[config.mk]
export PLATFORM = sky130hd
export DESIGN_NAME = pulse_flow_rate_meter_top
export DESIGN_NICKNAME = d
export VERILOG_FILES = /design/src/rtl/pfrm_pkg.sv /design/src/rtl/pulse_flow_rate_meter_top.sv /design/src/rtl/pfrm_div.sv /design/src/rtl/pfrm_dp.sv /design/src/rtl/pfrm_ctrl.sv
export SDC_FILE = /design/constraint.sdc
export NUM_CORES = 2
export LEC_CHECK = 0
export CAP_MARGIN = 0
export CORE_MARGIN = 3
export CORE_UTILIZATION = 59
export CTS_CLUSTER_DIAMETER = 200
export DETAILED_ROUTE_END_ITERATION = 10
export DONT_BUFFER_PORTS = 1
export PLACE_DENSITY = 0.78
export SLEW_MARGIN = 20
export SYNTH_ARGS = -nofsm -noshare
export SYNTH_HDL_FRONTEND = slang
export SYNTH_SLANG_ARGS = --single-unit
[constraint.sdc]
create_clock -name clock -period 10.1 [get_ports clock]
set_input_delay 0.505 -clock clock [delete_from_list [all_inputs] [get_ports clock]]
set_output_delay 0.505 -clock clock [all_outputs]
set_load 0.1 [all_outputs]
[src/rtl/pfrm_pkg.sv]
// Shared constants and control types of the pulse flow rate meter.
package pfrm_pkg;

   // Event codes carried in the request beat
   localparam logic [1:0] FUNC_PULSE = 2'd0;
   localparam logic [1:0] FUNC_TICK  = 2'd1;
   localparam logic [1:0] FUNC_CLEAR = 2'd2;

   // Configuration register indexes
   localparam logic CSR_PPL_X16  = 1'b0;
   localparam logic CSR_TIMEOUT  = 1'b1;

   // Configuration reset values
   localparam logic [15:0] PPL_X16_RESET = 16'd7200;
   localparam logic [15:0] TIMEOUT_RESET = 16'd2000;

   // 16 * 60000 ms/min * 1000 mL/L, and 16 * 1000 mL/L
   localparam logic [29:0] ML_PER_MIN_X16 = 30'd960000000;
   localparam logic [13:0] ML_PER_L_X16   = 14'd16000;

   // Divider geometry: 64-bit dividend, 48-bit divisor, 33 quotient bits
   localparam int DIV_NUM_W = 64;
   localparam int DIV_DEN_W = 48;
   localparam int QUO_BITS  = 33;
   localparam int DIV_CNT_W = 6;

   // Commands from the controller to the datapath
   typedef struct packed {
      logic capture;
      logic eval;
      logic rate_start;
      logic rate_load;
      logic vol_mul;
      logic vol_start;
      logic vol_load;
      logic out_load;
   } cmd_type;

   // Status from the datapath to the controller
   typedef struct packed {
      logic need_rate;
      logic div_done;
   } sts_type;

endpackage

[src/rtl/pulse_flow_rate_meter_top.sv]
// Top level of the pulse flow rate meter: controller plus datapath.
//
//   channel  direction  handshake              payload
//   req      in         req_valid / req_ready  req_func, req_now_ms
//   rsp      out        rsp_valid / rsp_ready  rsp_flow_ml_per_min, rsp_pulse_total,
//                                              rsp_volume_ml
//   csr      in         csr_write_en           csr_index, csr_write_data
//
// One beat at a time. A pulse, clear or plain tick runs one division, a tick that
// computes a rate two: each division runs a restoring divider at one quotient bit
// a cycle (33 steps plus load and range check).
// Synchronous active-high reset restores the configuration defaults and zeroes
// the meter state. A waiting result beat does not block the next request; the
// controller only stalls when a new result is ready and the old one is untaken.
module pulse_flow_rate_meter_top (
   input  logic        clock,
   input  logic        reset,
   input  logic        req_valid,
   output logic        req_ready,
   input  logic [1:0]  req_func,
   input  logic [31:0] req_now_ms,
   output logic        rsp_valid,
   input  logic        rsp_ready,
   output logic [31:0] rsp_flow_ml_per_min,
   output logic [31:0] rsp_pulse_total,
   output logic [31:0] rsp_volume_ml,
   input  logic        csr_write_en,
   input  logic        csr_index,
   input  logic [15:0] csr_write_data
);

   pfrm_pkg::cmd_type cmd;
   pfrm_pkg::sts_type sts;

   pfrm_ctrl u_ctrl (
      .clock     (clock),
      .reset     (reset),
      .req_valid (req_valid),
      .req_ready (req_ready),
      .rsp_valid (rsp_valid),
      .rsp_ready (rsp_ready),
      .cmd       (cmd),
      .sts       (sts)
   );

   pfrm_dp u_dp (
      .clock               (clock),
      .reset               (reset),
      .cmd                 (cmd),
      .sts                 (sts),
      .req_func            (req_func),
      .req_now_ms          (req_now_ms),
      .csr_write_en        (csr_write_en),
      .csr_index           (csr_index),
      .csr_write_data      (csr_write_data),
      .rsp_flow_ml_per_min (rsp_flow_ml_per_min),
      .rsp_pulse_total     (rsp_pulse_total),
      .rsp_volume_ml       (rsp_volume_ml)
   );

endmodule

[src/rtl/pfrm_div.sv]
// Restoring divider, one quotient bit per cycle, saturating at 32 bits.
module pfrm_div (
   input  logic                                clock,
   input  logic                                reset,
   input  logic                                start,
   input  logic [pfrm_pkg::DIV_NUM_W-1:0]      num,
   input  logic [pfrm_pkg::DIV_DEN_W-1:0]      den,
   output logic                                done,
   output logic [31:0]                         quot
);

   localparam int LOW_W = pfrm_pkg::QUO_BITS;
   localparam int HI_W  = pfrm_pkg::DIV_NUM_W - LOW_W;

   logic                                 busy_ff, busy_in;
   logic                                 check_ff, check_in;
   logic                                 done_ff, done_in;
   logic [pfrm_pkg::DIV_CNT_W-1:0]       cnt_ff, cnt_in;
   logic [pfrm_pkg::DIV_DEN_W-1:0]       den_ff, den_in;
   logic [pfrm_pkg::DIV_DEN_W-1:0]       rem_ff, rem_in;
   logic [LOW_W-1:0]                     low_ff, low_in;
   logic [LOW_W-1:0]                     quo_ff, quo_in;
   logic [31:0]                          quot_ff, quot_in;

   logic [pfrm_pkg::DIV_DEN_W:0]         trial;
   logic [pfrm_pkg::DIV_DEN_W:0]         trial_diff;
   logic                                 ge;

   // Trial subtract of the shifted remainder
   assign trial      = {rem_ff, low_ff[LOW_W-1]};
   assign trial_diff = trial - {1'b0, den_ff};
   assign ge         = (trial >= {1'b0, den_ff});

   // Sequence load, range check and the bit steps
   always_comb begin
      busy_in  = busy_ff;
      check_in = check_ff;
      done_in  = 1'b0;
      cnt_in   = cnt_ff;
      den_in   = den_ff;
      rem_in   = rem_ff;
      low_in   = low_ff;
      quo_in   = quo_ff;
      quot_in  = quot_ff;
      if (start) begin
         busy_in  = 1'b1;
         check_in = 1'b1;
         den_in   = den;
         rem_in   = {{(pfrm_pkg::DIV_DEN_W-HI_W){1'b0}}, num[pfrm_pkg::DIV_NUM_W-1:LOW_W]};
         low_in   = num[LOW_W-1:0];
         quo_in   = '0;
      end else if (busy_ff && check_ff) begin
         // quotient of 2^33 or more saturates at once
         if (rem_ff >= den_ff) begin
            busy_in = 1'b0;
            done_in = 1'b1;
            quot_in = '1;
         end else begin
            check_in = 1'b0;
            cnt_in   = pfrm_pkg::DIV_CNT_W'(LOW_W);
         end
      end else if (busy_ff) begin
         rem_in = ge ? trial_diff[pfrm_pkg::DIV_DEN_W-1:0] : trial[pfrm_pkg::DIV_DEN_W-1:0];
         low_in = {low_ff[LOW_W-2:0], 1'b0};
         quo_in = {quo_ff[LOW_W-2:0], ge};
         cnt_in = cnt_ff - 1'b1;
         if (cnt_ff == pfrm_pkg::DIV_CNT_W'(1)) begin
            busy_in = 1'b0;
            done_in = 1'b1;
            quot_in = quo_ff[LOW_W-2] ? '1 : {quo_ff[30:0], ge};
         end
      end
   end

   // Control registers
   always_ff @(posedge clock) begin
      if (reset) begin
         busy_ff  <= 1'b0;
         check_ff <= 1'b0;
         done_ff  <= 1'b0;
         cnt_ff   <= '0;
      end else begin
         busy_ff  <= busy_in;
         check_ff <= check_in;
         done_ff  <= done_in;
         cnt_ff   <= cnt_in;
      end
   end

   // Working registers
   always_ff @(posedge clock) begin
      den_ff  <= den_in;
      rem_ff  <= rem_in;
      low_ff  <= low_in;
      quo_ff  <= quo_in;
      quot_ff <= quot_in;
   end

   assign done = done_ff;
   assign quot = quot_ff;

endmodule

[src/rtl/pfrm_dp.sv]
// Datapath: meter state, configuration, products, divider and result register.
module pfrm_dp (
   input  logic                 clock,
   input  logic                 reset,
   input  pfrm_pkg::cmd_type    cmd,
   output pfrm_pkg::sts_type    sts,
   input  logic [1:0]           req_func,
   input  logic [31:0]          req_now_ms,
   input  logic                 csr_write_en,
   input  logic                 csr_index,
   input  logic [15:0]          csr_write_data,
   output logic [31:0]          rsp_flow_ml_per_min,
   output logic [31:0]          rsp_pulse_total,
   output logic [31:0]          rsp_volume_ml
);

   logic [15:0] ppl_ff, ppl_in;
   logic [15:0] timeout_ff, timeout_in;

   logic [1:0]  func_ff, func_in;
   logic [31:0] now_ff, now_in;

   logic [31:0] total_ff, total_in;
   logic        present_ff, present_in;
   logic [31:0] prev_count_ff, prev_count_in;
   logic [31:0] prev_time_ff, prev_time_in;
   logic [31:0] last_count_ff, last_count_in;
   logic [31:0] last_time_ff, last_time_in;
   logic [31:0] rate_ff, rate_in;
   logic [31:0] vol_ff, vol_in;

   logic [pfrm_pkg::DIV_NUM_W-1:0] prod_num_ff, prod_num_in;
   logic [pfrm_pkg::DIV_DEN_W-1:0] prod_den_ff, prod_den_in;

   logic [31:0] out_rate_ff, out_total_ff, out_vol_ff;

   logic [15:0] ppl_eff;
   logic [31:0] total_inc;
   logic [31:0] idle_ms;
   logic [31:0] count_diff;
   logic [31:0] time_diff;
   logic [61:0] rate_num;
   logic [47:0] rate_den;
   logic [45:0] vol_num;
   logic        div_start;
   logic        div_done;
   logic [31:0] div_quot;

   assign ppl_eff    = (ppl_ff == 16'd0) ? 16'd1 : ppl_ff;
   assign total_inc  = total_ff + 32'd1;
   assign idle_ms    = now_ff - last_time_ff;
   assign count_diff = last_count_ff - prev_count_ff;
   assign time_diff  = last_time_ff - prev_time_ff;
   assign rate_num   = count_diff * pfrm_pkg::ML_PER_MIN_X16;
   assign rate_den   = ppl_eff * time_diff;
   assign vol_num    = total_ff * pfrm_pkg::ML_PER_L_X16;

   // A tick with two samples at different times needs a division
   assign sts.need_rate = (func_ff == pfrm_pkg::FUNC_TICK) && present_ff &&
                          (prev_time_ff != last_time_ff);
   assign sts.div_done  = div_done;

   // Take configuration writes
   always_comb begin
      ppl_in     = ppl_ff;
      timeout_in = timeout_ff;
      if (csr_write_en) begin
         unique case (csr_index)
            pfrm_pkg::CSR_PPL_X16: ppl_in     = csr_write_data;
            pfrm_pkg::CSR_TIMEOUT: timeout_in = csr_write_data;
            default:               ppl_in     = ppl_ff;
         endcase
      end
   end

   // Hold the accepted beat
   assign func_in = cmd.capture ? req_func : func_ff;
   assign now_in  = cmd.capture ? req_now_ms : now_ff;

   // Apply the event and the division results
   always_comb begin
      total_in      = total_ff;
      present_in    = present_ff;
      prev_count_in = prev_count_ff;
      prev_time_in  = prev_time_ff;
      last_count_in = last_count_ff;
      last_time_in  = last_time_ff;
      rate_in       = rate_ff;
      vol_in        = vol_ff;
      prod_num_in   = prod_num_ff;
      prod_den_in   = prod_den_ff;
      if (cmd.eval) begin
         unique case (func_ff)
            pfrm_pkg::FUNC_PULSE: begin
               total_in      = total_inc;
               last_count_in = total_inc;
               last_time_in  = now_ff;
               if (!present_ff) begin
                  prev_count_in = total_inc;
                  prev_time_in  = now_ff;
                  present_in    = 1'b1;
               end
            end
            pfrm_pkg::FUNC_TICK: begin
               if (!present_ff) begin
                  rate_in = '0;
               end else if (prev_time_ff == last_time_ff) begin
                  // drop stale samples after the idle timeout
                  if (idle_ms > {16'd0, timeout_ff}) begin
                     present_in    = 1'b0;
                     prev_count_in = '0;
                     prev_time_in  = '0;
                     last_count_in = '0;
                     last_time_in  = '0;
                     rate_in       = '0;
                  end
               end else begin
                  prod_num_in   = {2'b00, rate_num};
                  prod_den_in   = rate_den;
                  prev_count_in = last_count_ff;
                  prev_time_in  = last_time_ff;
               end
            end
            pfrm_pkg::FUNC_CLEAR: begin
               total_in      = '0;
               present_in    = 1'b0;
               prev_count_in = '0;
               prev_time_in  = '0;
               last_count_in = '0;
               last_time_in  = '0;
               rate_in       = '0;
            end
            default: begin
               total_in = total_ff;
            end
         endcase
      end
      if (cmd.vol_mul) begin
         prod_num_in = {18'd0, vol_num};
         prod_den_in = {32'd0, ppl_eff};
      end
      if (cmd.rate_load) begin
         rate_in = div_quot;
      end
      if (cmd.vol_load) begin
         vol_in = div_quot;
      end
   end

   assign div_start = cmd.rate_start | cmd.vol_start;

   pfrm_div u_div (
      .clock (clock),
      .reset (reset),
      .start (div_start),
      .num   (prod_num_ff),
      .den   (prod_den_ff),
      .done  (div_done),
      .quot  (div_quot)
   );

   // Configuration and meter state
   always_ff @(posedge clock) begin
      if (reset) begin
         ppl_ff        <= pfrm_pkg::PPL_X16_RESET;
         timeout_ff    <= pfrm_pkg::TIMEOUT_RESET;
         total_ff      <= '0;
         present_ff    <= 1'b0;
         prev_count_ff <= '0;
         prev_time_ff  <= '0;
         last_count_ff <= '0;
         last_time_ff  <= '0;
         rate_ff       <= '0;
      end else begin
         ppl_ff        <= ppl_in;
         timeout_ff    <= timeout_in;
         total_ff      <= total_in;
         present_ff    <= present_in;
         prev_count_ff <= prev_count_in;
         prev_time_ff  <= prev_time_in;
         last_count_ff <= last_count_in;
         last_time_ff  <= last_time_in;
         rate_ff       <= rate_in;
      end
   end

   // Payload registers
   always_ff @(posedge clock) begin
      func_ff     <= func_in;
      now_ff      <= now_in;
      vol_ff      <= vol_in;
      prod_num_ff <= prod_num_in;
      prod_den_ff <= prod_den_in;
      if (cmd.out_load) begin
         out_rate_ff  <= rate_ff;
         out_total_ff <= total_ff;
         out_vol_ff   <= vol_ff;
      end
   end

   assign rsp_flow_ml_per_min = out_rate_ff;
   assign rsp_pulse_total     = out_total_ff;
   assign rsp_volume_ml       = out_vol_ff;

endmodule

[src/rtl/pfrm_ctrl.sv]
// Controller: sequences one event through update, divisions and the result beat.
module pfrm_ctrl (
   input  logic                 clock,
   input  logic                 reset,
   input  logic                 req_valid,
   output logic                 req_ready,
   output logic                 rsp_valid,
   input  logic                 rsp_ready,
   output pfrm_pkg::cmd_type    cmd,
   input  pfrm_pkg::sts_type    sts
);

   typedef enum logic [8:0] {
      ST_IDLE      = 9'b000000001,
      ST_EVAL      = 9'b000000010,
      ST_RATE_GO   = 9'b000000100,
      ST_RATE_WAIT = 9'b000001000,
      ST_VOL_MUL   = 9'b000010000,
      ST_VOL_GO    = 9'b000100000,
      ST_VOL_WAIT  = 9'b001000000,
      ST_OUT       = 9'b010000000,
      ST_SPARE     = 9'b100000000
   } state_type;

   state_type state_ff, state_in;
   logic      rsp_valid_ff, rsp_valid_in;
   logic      out_free;

   assign req_ready = (state_ff == ST_IDLE);
   assign rsp_valid = rsp_valid_ff;
   assign out_free  = !rsp_valid_ff || rsp_ready;

   // Next state and commands
   always_comb begin
      state_in = state_ff;
      cmd      = '0;
      unique case (state_ff)
         ST_IDLE: begin
            if (req_valid) begin
               cmd.capture = 1'b1;
               state_in    = ST_EVAL;
            end
         end
         ST_EVAL: begin
            cmd.eval = 1'b1;
            state_in = sts.need_rate ? ST_RATE_GO : ST_VOL_MUL;
         end
         ST_RATE_GO: begin
            cmd.rate_start = 1'b1;
            state_in       = ST_RATE_WAIT;
         end
         ST_RATE_WAIT: begin
            if (sts.div_done) begin
               cmd.rate_load = 1'b1;
               state_in      = ST_VOL_MUL;
            end
         end
         ST_VOL_MUL: begin
            cmd.vol_mul = 1'b1;
            state_in    = ST_VOL_GO;
         end
         ST_VOL_GO: begin
            cmd.vol_start = 1'b1;
            state_in      = ST_VOL_WAIT;
         end
         ST_VOL_WAIT: begin
            if (sts.div_done) begin
               cmd.vol_load = 1'b1;
               state_in     = ST_OUT;
            end
         end
         ST_OUT: begin
            // hold until the result register is free
            if (out_free) begin
               cmd.out_load = 1'b1;
               state_in     = ST_IDLE;
            end
         end
         default: begin
            state_in = ST_IDLE;
         end
      endcase
   end

   // Result beat valid
   always_comb begin
      rsp_valid_in = rsp_valid_ff;
      if (rsp_valid_ff && rsp_ready) begin
         rsp_valid_in = 1'b0;
      end
      if (cmd.out_load) begin
         rsp_valid_in = 1'b1;
      end
   end

   always_ff @(posedge clock) begin
      if (reset) begin
         state_ff     <= ST_IDLE;
         rsp_valid_ff <= 1'b0;
      end else begin
         state_ff     <= state_in;
         rsp_valid_ff <= rsp_valid_in;
      end
   end

endmodule
==> run summary <==
Total Power = 13.04 mW
Vias = 49,580
Slowest library cell on the worst path = xnor2_1
Pre-CTS setup slack = 0.7476 ns
Buffers & Inverters on Critical Path = 4
Die Area = 115,600 µm²
CTS max path bufs = 3
Max-cap violations = 0
Most used cell, CP = fa_1
Crit path launch = u_dp.prev_count_ff[1]
Worst slew pin tran = 1.122 ns
Unique masters post-synth = 82
Synth area leaders = fa_1, edfxtp_1, ha_1
Fillers = 8,754
Largest net degree at the start of global routing = 202
Initial Utilization = 59.99%
Initial antenna violation count = 17
Crit Path Category = reg -> reg
Critical-path maximum fanout = 5
Residual DRC = 0
Clock Power Share = 22.6%
Final ANT Viol Nets = 0
Iteration count of the initial detailed-routing pass = 6
DR vias/cell = 5.902
Sw frac = 42.62%
Comb pwr share = 53.5%
Final worst-path cycle share = 91.63%
Hold/Removal Path Class = in -> reg
RSZ-0062 raised after global routing = no
Synth top area share = 22.10%
Slew headroom = 25.10%
Power per cell area = 184.7 nW/µm²
CP top delay family = adder cells
Vias in the first global route = 50,200
Clock-pin slew on the worst setup and hold paths = 0.06 ns
PortBufs = 0
Core ar. = 109,800 µm²
Crit path largest cell delay = 0.54 ns
CTS tree = built
Clock skew = 0.04601 ns
Max Freq = 0.1081 GHz
Total grt overflow = 0
CTS buffer count = 77
Status = finished clean
Clock Tree Root = clkbuf_16
Final Max Slew Viols = 0
Required time worst endpoint = 10.69 ns
Share of cells above drive strength 1 = 4.889%
Final Hold Viols = 0
Sequential area share after synthesis = 26.48%
GPL Wtd Cong = 1.004
Launch point of the worst reg-to-reg path = u_dp.prev_count_ff[1]
Setup ws final = 0.8453 ns
Seq pwr share = 23.9%
Initial DRC Count = 4,114
Critical path endpoint category = flip-flop
Dpl hpwl = 130,900 µm
Int Power = 7.483 mW
H-tree Lvls = 3
Post-synthesis sequential element count = 694
Row count = 121
Die Ht = 340.1 µm
Startpoint Class = flip-flop
GRT Resource Usage Total = 29.55%
Synth Warn # = 0
Crit path time final = 9.255 ns
Sink Count = 694
Share of flip-flops with an asynchronous set or reset = 0%
Leakage = 33.21 nW
Main synth FF type = edfxtp_1
VDD IR max = 0.0004113 V
CP arrival = 9.85 ns
EDFF count, synth = 354
Setup TNS = 0 ns
Latest clock arrival within the worst-skew pair = 0.69 ns
Sw Pwr = 5.558 mW
Ports = 154
Chip Width = 340.1 µm
Mapped Nets = 8,336
Gate count of the mapped netlist = 6,909
Post-CTS setup buffers = 0
Area Growth Syn to Fin = 7.223%
Hold_sp = reset
Leading area contributor after synthesis = fa_1
Synthesized area per cell = 9.530 µm²
Nets = 8,276
WL final = 170,100 µm
# setup viols final = 0
Avg WL per Cell = 20.25 µm
First-pass GRT wire length = 272,800 µm
Post-Syn Area = 65,850 µm²
[cells in the mapped netlist, types with 40 or more instances]
cell and count:
a31oi_1 64, ha_1 644, and2_1 214, nand2b_1 77
nand3_1 85, xnor2_1 160, xor2_1 109, o21ai_0 225
a21oi_1 428, o32ai_2 40, inv_1 995, mux2i_1 78
nor3_1 51, nand4_1 48, fa_1 727, nand2_1 811
edfxtp_1 354, dfxtp_1 340, and3_1 44, a21o_1 179
clkbuf_1 247, a211oi_1 43, nor2_1 373, nor2b_1 97
[layout by cell type (no fill, tap or decap), types with 17 or more instances in the layout]
master	n
nand2b_1	77
nand4_1	48
a21boi_0	18
and2_1	214
or2_2	23
edfxtp_1	354
and3_1	43
o21a_1	36
fa_1	727
nand3b_1	27
o21bai_1	36
clkbuf_8	17
xor2_1	109
or3_1	30
nor2_1	371
dlygate4sd3_1	50
clkbuf_16	79
o21ai_0	225
mux2i_1	78
ha_1	643
nor3_1	50
a211oi_1	43
inv_1	994
a21oi_1	427
a21o_1	179
o32ai_2	40
a31oi_1	64
buf_4	87
nand2_1	810
a22o_1	35
xnor2_1	159
nor2b_1	95
nand3_1	85
o211ai_1	24
dfxtp_1	338
[timing repair]
item                                    4_1_cts  5_1_grt
hold buffers                                 52        0
gates resized for setup                       0        1
endpoints found under the hold margin       235        0
endpoints found under the setup margin        0        1
[metal layers]
metal	part of all wire, %	global-route usage, %	wire length (µm)	vias up
met2	45	46.61	76880	1949
met4	3.8	10.75	6549	4
met1	43	40.92	72830	24410
met3	8.2	5.470	13870	359
met5	0.014	0	23	-
li1	-	-	-	22860
[state kept, by name, summed over array words and instances (netlist names), 48 cells and up]
name and count:
u_dp.u_div.den_ff 48, u_dp.prod_den_ff 48, u_dp.prod_num_ff 55, u_dp.u_div.rem_ff 48
[path summary, 6_finish.rpt]
path | end | slack, ns | cells past startpoint
hold / removal | u_dp.u_div.cnt_ff[3] | 0.11 | 2
hold reg to reg | u_dp.rsp_volume_ml[15] | 0.41 | 0
setup reg to reg | u_dp.prod_num_ff[60] | 0.85 | 34
setup / recovery | u_dp.prod_num_ff[60] | 0.85 | 34
[cells by family after synthesis]
family | count (synthesis) | synth area share [%]
simple gates | 1930 | 13.78
fa+ha+maj | 1371 | 34.34
buf+inv | 1274 | 7.388
compound gates | 1271 | 12.80
flops | 694 | 26.48
xor+xnor | 269 | 3.578
mux | 100 | 1.636
[layout make-up]
type | count | area [µm²] | share of cell area, %
Antenna cell | 11 | 27.53 | 0.03899
Clock buffer | 106 | 2248 | 3.185
Clock inverter | 38 | 476.7 | 0.6752
Inverter | 996 | 3741 | 5.299
Multi-Input combinational cell | 4941 | 43620 | 61.78
Sequential cell | 694 | 17440 | 24.70
Tap cell | 1476 | 1847 | 2.616
Timing Repair Buffer | 139 | 1201 | 1.701
[power groups by stage]
stage               logic, mW  clock network [mW]  registers, mW
floorplan                5.14                   0           3.14
global placement         6.64                   0           3.17
detailed placement       6.81                   0           3.17
CTS                      6.92                3.01           3.11
global route             7.90                3.11           3.12
finish                   6.98                2.95           3.11
[through the flow]
step	utilization, %	cell area [µm²]	cells	hold WS [ns]
2_1_floorplan	-	65850	6909	0.4003
3_3_place_gp	61.31	67290	8194	0.4012
3_5_place_dp	61.31	67290	8194	0.4045
4_1_cts	64.29	70570	8390	0.05085
5_1_grt	64.31	70590	8395	0.08500
6_report	64.32	70600	8401	0.1052
(Power assumes the default switching activity.)
